`config.mk`:
```
export PLATFORM = sky130hd
export DESIGN_NAME = isu_ctrl
export DESIGN_NICKNAME = d
export VERILOG_FILES = /design/src/rtl/isu_pkg.sv /design/src/rtl/isu_ctrl.sv
export SDC_FILE = /design/constraint.sdc
export NUM_CORES = 1
export LEC_CHECK = 0
export BUFFER_PORTS_ARGS = -buffer_cell sky130_fd_sc_hd__buf_2
export CORE_MARGIN = 1.5
export CORE_UTILIZATION = 38
export DETAILED_ROUTE_END_ITERATION = 16
export PLACE_DENSITY = 0.74
export SLEW_MARGIN = 40
export SYNTH_ARGS = -nofsm -noshare
export SYNTH_HDL_FRONTEND = slang
export SYNTH_SLANG_ARGS = --single-unit
```
`constraint.sdc`:
```
create_clock -name clk -period 1.4 [get_ports clk]
set_input_delay 0 -clock clk [delete_from_list [all_inputs] [get_ports clk]]
set_output_delay 0 -clock clk [all_outputs]
set_load 0.05 [all_outputs]
```
`src/rtl/isu_pkg.sv`:
```
package isu_pkg;

  localparam int PLAYERS       = 2;
  localparam int STRIPES       = 64;
  localparam int LIST_CAPACITY = 16;
  localparam int COORD_BITS    = 20;

  localparam int NLISTS   = PLAYERS * STRIPES;
  localparam int LIDX_W   = (NLISTS > 1) ? $clog2(NLISTS) : 1;
  localparam int ENT_W    = $clog2(LIST_CAPACITY);
  localparam int CNT_W    = $clog2(LIST_CAPACITY + 1);
  localparam int ADDR_W   = LIDX_W + ENT_W;
  localparam int ENT_BITS = 2 * COORD_BITS;
  localparam int REG_W    = 19;

  localparam logic [0:0] CFG_MIN_LENGTH = 1'b0;
  localparam logic [0:0] CFG_BOX_WIDTH  = 1'b1;

  localparam logic [REG_W-1:0] MIN_LENGTH_RST = REG_W'(26);
  localparam logic [REG_W-1:0] BOX_WIDTH_RST  = REG_W'(262144);

  typedef enum logic [1:0] {
    FN_INSERT = 2'd0,
    FN_CLEAR  = 2'd1,
    FN_REVEAL = 2'd2,
    FN_READ   = 2'd3
  } func_t;

  typedef enum logic [1:0] {
    IX_INS = 2'd0,
    IX_REV = 2'd1,
    IX_RD  = 2'd2
  } idx_sel_t;

  typedef enum logic [1:0] {
    OK_ENTRY  = 2'd0,
    OK_EMPTY  = 2'd1,
    OK_STATUS = 2'd2
  } out_kind_t;

  typedef enum logic [3:0] {
    S_IDLE,
    S_CNT,
    S_CAP,
    S_DISPATCH,
    S_INS_CHK,
    S_INS_RD,
    S_INS_EV,
    S_INS_END,
    S_CP,
    S_INS_DONE,
    S_RV_RD,
    S_RV_WT,
    S_RD_RD,
    S_RD_OUT,
    S_FIN
  } state_t;

  typedef struct packed {
    logic      latch;
    logic      cnt_rd;
    logic      cnt_cap;
    logic      ins_init;
    logic      ins_clamp;
    logic      k_clr;
    logic      k_inc;
    logic      mem_rd;
    idx_sel_t  rd_sel;
    logic      ev_step;
    logic      ins_end;
    logic      cp_step;
    logic      commit;
    logic      j_clr;
    logic      j_inc;
    logic      out_load;
    out_kind_t out_kind;
    logic      cnt_wr;
  } cmd_t;

  typedef struct packed {
    func_t func;
    logic  addr_ok;
    logic  is_short;
    logic  nread_zero;
    logic  k_more;
    logic  i_more;
    logic  ev_stay;
    logic  cp_more;
    logic  rd_last;
    logic  out_busy;
  } stat_t;

endpackage

```
`src/rtl/isu_ctrl.sv`:
```
module isu_ctrl import isu_pkg::*; (
  input  logic  clk,
  input  logic  rst_n,
  input  logic  in_accept,
  input  stat_t stat,
  output logic  in_ready,
  output cmd_t  cmd
);

  state_t state_r, state_nxt;

  always_ff @(posedge clk) begin
    if (!rst_n) begin
      state_r <= S_IDLE;
    end else begin
      state_r <= state_nxt;
    end
  end

  always_comb begin
    state_nxt = state_r;
    case (state_r)
      S_IDLE: begin
        if (in_accept) begin
          state_nxt = S_CNT;
        end
      end
      S_CNT:      state_nxt = S_CAP;
      S_CAP:      state_nxt = S_DISPATCH;
      S_DISPATCH: begin
        if (stat.func == FN_READ) begin
          state_nxt = stat.nread_zero ? S_FIN : S_RD_RD;
        end else if (!stat.addr_ok) begin
          state_nxt = S_FIN;
        end else begin
          case (stat.func)
            FN_INSERT: state_nxt = S_INS_CHK;
            FN_REVEAL: state_nxt = S_RV_RD;
            default:   state_nxt = S_FIN;
          endcase
        end
      end
      S_INS_CHK: state_nxt = stat.is_short ? S_INS_DONE : S_INS_RD;
      S_INS_RD:  state_nxt = stat.i_more ? S_INS_EV : S_INS_END;
      S_INS_EV:  state_nxt = stat.ev_stay ? S_INS_EV : S_INS_RD;
      S_INS_END: state_nxt = S_CP;
      S_CP: begin
        if (!stat.cp_more) begin
          state_nxt = S_INS_DONE;
        end
      end
      S_INS_DONE: state_nxt = (stat.func == FN_REVEAL) ? S_RV_RD : S_FIN;
      S_RV_RD:    state_nxt = stat.k_more ? S_RV_WT : S_FIN;
      S_RV_WT:    state_nxt = S_INS_CHK;
      S_RD_RD:    state_nxt = S_RD_OUT;
      S_RD_OUT: begin
        if (!stat.out_busy) begin
          state_nxt = stat.rd_last ? S_IDLE : S_RD_RD;
        end
      end
      S_FIN: begin
        if (!stat.out_busy) begin
          state_nxt = S_IDLE;
        end
      end
      default: state_nxt = S_IDLE;
    endcase
  end

  always_comb begin
    cmd      = '0;
    in_ready = 1'b0;
    case (state_r)
      S_IDLE: begin
        in_ready  = 1'b1;
        cmd.latch = in_accept;
      end
      S_CNT: cmd.cnt_rd = 1'b1;
      S_CAP: cmd.cnt_cap = 1'b1;
      S_DISPATCH: begin
        cmd.j_clr    = 1'b1;
        cmd.k_clr    = 1'b1;
        cmd.ins_init = (stat.func == FN_INSERT);
      end
      S_INS_RD: begin
        cmd.mem_rd = stat.i_more;
        cmd.rd_sel = IX_INS;
      end
      S_INS_EV:  cmd.ev_step = 1'b1;
      S_INS_END: begin
        cmd.ins_end = 1'b1;
        cmd.j_clr   = 1'b1;
      end
      S_CP: begin
        cmd.cp_step = stat.cp_more;
        cmd.commit  = !stat.cp_more;
      end
      S_INS_DONE: cmd.k_inc = (stat.func == FN_REVEAL);
      S_RV_RD: begin
        cmd.mem_rd = stat.k_more;
        cmd.rd_sel = IX_REV;
      end
      S_RV_WT: begin
        cmd.ins_init  = 1'b1;
        cmd.ins_clamp = 1'b1;
      end
      S_RD_RD: begin
        cmd.mem_rd = 1'b1;
        cmd.rd_sel = IX_RD;
      end
      S_RD_OUT: begin
        cmd.out_load = !stat.out_busy;
        cmd.out_kind = OK_ENTRY;
        cmd.j_inc    = !stat.out_busy;
      end
      S_FIN: begin
        cmd.out_load = !stat.out_busy;
        cmd.out_kind = (stat.func == FN_READ) ? OK_EMPTY : OK_STATUS;
        cmd.cnt_wr   = !stat.out_busy && (stat.func != FN_READ) && stat.addr_ok;
      end
      default: cmd = '0;
    endcase
  end

endmodule

```
# Word level (Yosys, flattened, before mapping)
# Index checks and enable logic that the tools add are counted.
# op_classes
reduce_logical	8
n_mux	32
n_eq_ne	21
# ops
op	n
one-hot mux 4 bit (15 select lines)	1
2-to-1 mux 4 bit	8
== test 4 bit, second input constant	7
== test 4 x 3 -> 1 bit, second input constant	4
2-to-1 mux 1 bit	13
inequality test 2 bit, second input constant	5
one-hot mux 3 bit (3 select lines)	1
== test 4 x 2 -> 1 bit, second input constant	2
2-to-1 mux 2 bit	4
one-hot mux 4 bit (2 select lines)	1
2-to-1 mux 3 bit	2
one-hot mux 3 bit (2 select lines)	1
== test 2 bit, second input constant	2
== test 4 x 1 -> 1 bit, second input constant	1
logical NOT 4 bit	1
AND reduction 4 bit	1
logical AND 1 bit	2
logical NOT 1 bit	2
logical NOT 2 bit	1
one-hot mux 1 bit (2 select lines)	1
OR reduction 2 bit	1
# word_totals
regBits	4
elab_cells	62
in_bits	14

# Logic depth before layout (Yosys ltp)
# logic_depth
ltp_word	5
depth_mapped	6
ltp_nobuf	4

# Least setup slack after synthesis
# No wires, ideal clock.
# synth_timing
kind	register -> output
start	register state_r[3]
end	output port cmd[0] in the netlist's numbering
stages_incl_launch_ff	5
required_ns	1.400
n_path_buf	2
arrival_ns	2.401
slack_ns	-1.001
path_cell_list	dfxtp_1 -> buf_2 -> buf_2 -> nand2_1 -> nor4_1
# synth_rtl
item	line_no	rtl
start, declared	isu_ctrl.sv:10	state_t state_r, state_nxt;
start signal, assigned	isu_ctrl.sv:16	state_r <= state_nxt;
end, declared	isu_ctrl.sv:7	output cmd_t cmd

==> impl_metrics.toml <==
[clocking]
ctsHoldBuffers = 0
cts_buffers = 3
cts_num_sinks = 4
postCtsSetupBuffers = 0
path_clk_slew_ns = 0.04
htree_levels = 1
clock_latency_ns = 0.24
root_buffer = "clkbuf_4"
cts_tree = "yes"
clockBufferDepth = 2

[floorplan]
num_rows = 14
initial_core_util_pct = 40.1
die_h_um = 42.6
die_area_um2 = 1820
dieWidth_um = 42.6
ios = 35
coreArea_um2 = 1490

[timing]
fin_crit_ns = 1.37
max_freq_ghz = 0.731
rsz0062_at_grt = "yes"
finalHoldViolations = 0
setup_tns_ns = 0
fin_crit_sh_pct = 97.7
final_max_slew_viol_count = 0
setup_violations = 0
clock-skew-final_ns = 0.00265
max-slew-margin-rel_pct = 83.4
tightest_slew_ns = 0.246

[cells_and_area]
antenna_cells = 0
layoutNonFillerInstCount = 160
nets = 160
largest_reg_flops = 4
largest_register = "state_r"
fin_util_pct = 80.4
fillers = 110
top_regs = "state_r x4"
area_growth_pct = 101
layout-drive-gt1-share_pct = 59.7

[pwr]
p_sw_mw = 0.532
power.leakage_nw = 0.551
pwr-share-seq_pct = 15.3
pwr-share-comb_pct = 70.2
internal-power_mw = 0.556
sw_frac_of_total_pct = 48.9
vdd_drop_max_v = 0.000606
pwr-share-clk_pct = 14.4
p_per_area_nw_per_um2 = 909

[route]
drc = 0
wl_per_cell_um = 14.7
antenna_left = 0
dr.first_iter.drc_count = 34
vias = 958
via_per_inst = 5.99
drt_wl_total_mm = 2.35
first_pass_iters = 4

[placement]
dp_cells = 157
numPortBuffers = 34
dp.final_hpwl_mm = 1.67
gp_congestion = 0.875

[yosys]
yosysTopAreaCellShare_pct = 13.4
yosysMostFrequentCell = "nand2_1"
ys_warn_count = 0
async_reset_ff_share_pct = 0
ys_types = 33
synth_area_leaders = "dfxtp_1 (13%), nor3_1 (8.4%), nand2_1 (7.5%)"
syn_area_per_cell_um2 = 6.22
synth_common_cells = "nand2_1 (12), nor3_1 (10), nor2_1 (9)"
syn_area_um2 = 597
synth_enable_flop_cells = 0
synth_top_area_cell = "dfxtp_1"
synthCells = 96
ys_ff_latch = 4
synth_fp_nets = 110
yosysSeqAreaShare_pct = 13.4
synth_top_flop_cell = "dfxtp_1"

[worst_hold_path]
min_to = "state_r[1]$_SDFFE_PN0P_"
min_path_cells = 2
min_path_type = "input port to register"
min_from = "rst_n"

[global_routing]
grt_max_degree = 16
grt_pass1_wl_mm = 3.56
grt_overflow = 0
antenna_found_initial = 0
grtUsageTotal_pct = 25.1
grt_pass1_vias = 821

[run_status]
status = "finished clean"

[flow_run]
cap_violations = 0

[critical_path]
end_kind = "output pin"
reg2reg_from = "state_r[2]$_SDFFE_PN0P_"
worstSetupPathType = "register to output pin"
start_kind = "register"
r2r_end = "state_r[3]$_SDFFE_PN0P_"
required_ns = 1.40
arrival_ns = 1.37
worstRegToRegCells = 4
cp_max_fo = 4
r2r_slack_ns = 0.03
power groups by stage:
stage	clock network, mW	registers [mW]	logic [mW]
floorplan	0	0.140	0.479
global placement	0	0.155	0.660
detailed placement	0	0.156	0.669
CTS	0.155	0.159	0.713
global route	0.166	0.169	0.808
finish	0.157	0.167	0.764
layout make-up:
| type | instances | area [µm²] | share of cell area (%) |
|---|---|---|---|
| multi-input combinational | 82 | 663 | 55.4 |
| inverter | 3 | 11.3 | 0.940 |
| clock buffer | 3 | 22.5 | 1.88 |
| timing repair buffer | 52 | 390 | 32.6 |
| tap | 16 | 20.0 | 1.67 |
| sequential | 4 | 90.1 | 7.52 |
through the flow:
step	power (mW)	area [µm²]	setup WS, ns	hold slack [ns]
6_report	1.09	1200	0.0324	0.0569
5_1_grt	1.14	1200	-0.0188	0.0649
4_1_cts	1.03	1130	-0.0771	0.0556
3_5_place_dp	0.825	1040	0.0201	0.308
3_3_place_gp	0.815	1040	0.0300	0.305
2_1_floorplan	0.620	761	-0.199	0.0594
worst max-delay path by stage:
stage	start	to	slack, ns	depth (start not counted)
3_5_place_dp	state_r[3]$_SDFFE_PN0P_	state_r[2]$_SDFFE_PN0P_	0.02	5
5_1_grt	state_r[2]$_SDFFE_PN0P_	cmd[0]	-0.02	4
3_3_place_gp	state_r[3]$_SDFFE_PN0P_	state_r[2]$_SDFFE_PN0P_	0.03	4
2_1_floorplan	state_r[3]$_SDFFE_PN0P_	cmd[0]	-0.20	4
6_report	state_r[1]$_SDFFE_PN0P_	cmd[3]	0.03	5
4_1_cts	state_r[2]$_SDFFE_PN0P_	cmd[0]	-0.08	4
layer usage:
| layer | wire, µm | up-vias | share of wire, % | GRT usage [%] |
|---|---|---|---|---|
| met5 | 0 | - | 0 | 0 |
| met4 | 17 | 0 | 0.72 | 10.0 |
| met3 | 143 | 3 | 6.1 | 3.02 |
| met2 | 1190 | 46 | 51 | 38.2 |
| met1 | 991 | 460 | 42 | 35.4 |
| li1 | - | 449 | - | - |
timing repair:
action	CTS	global route
endpoints found under the setup margin	19	23
pin swaps	0	7
resized for setup	25	21
critical path: stages (launching register included):
cell and delay [ns]:
dfxtp_2 0.32, buf_6 0.13, nand2b_4 0.15, and2_4 0.15
nor3_4 0.18, buf_6 0.18
placed cells by master (no fill, tap or decap), drive strengths merged, types with 2 or more instances in the layout:
master  count
buf        50
nand2      12
nor3       10
nor2        9
o21ai       5
clkbuf      5
nand2b      5
nor2b       5
o22ai       4
dfxtp       4
a21o        3
inv         3
nand3       3
a21oi       3
and2        3
nor3b       3
o21a        2
a31oi       2
kinds of logic after synthesis:
family / count (synthesis) / share of synthesized area [%]
flip-flops: 4 / 13.4
AND/OR/NAND/NOR: 58 / 51.6
buffers and inverters: 10 / 7.34
AO/OA/AOI/OAI: 24 / 27.7
Note: power is estimated with default switching activity, not from simulation.
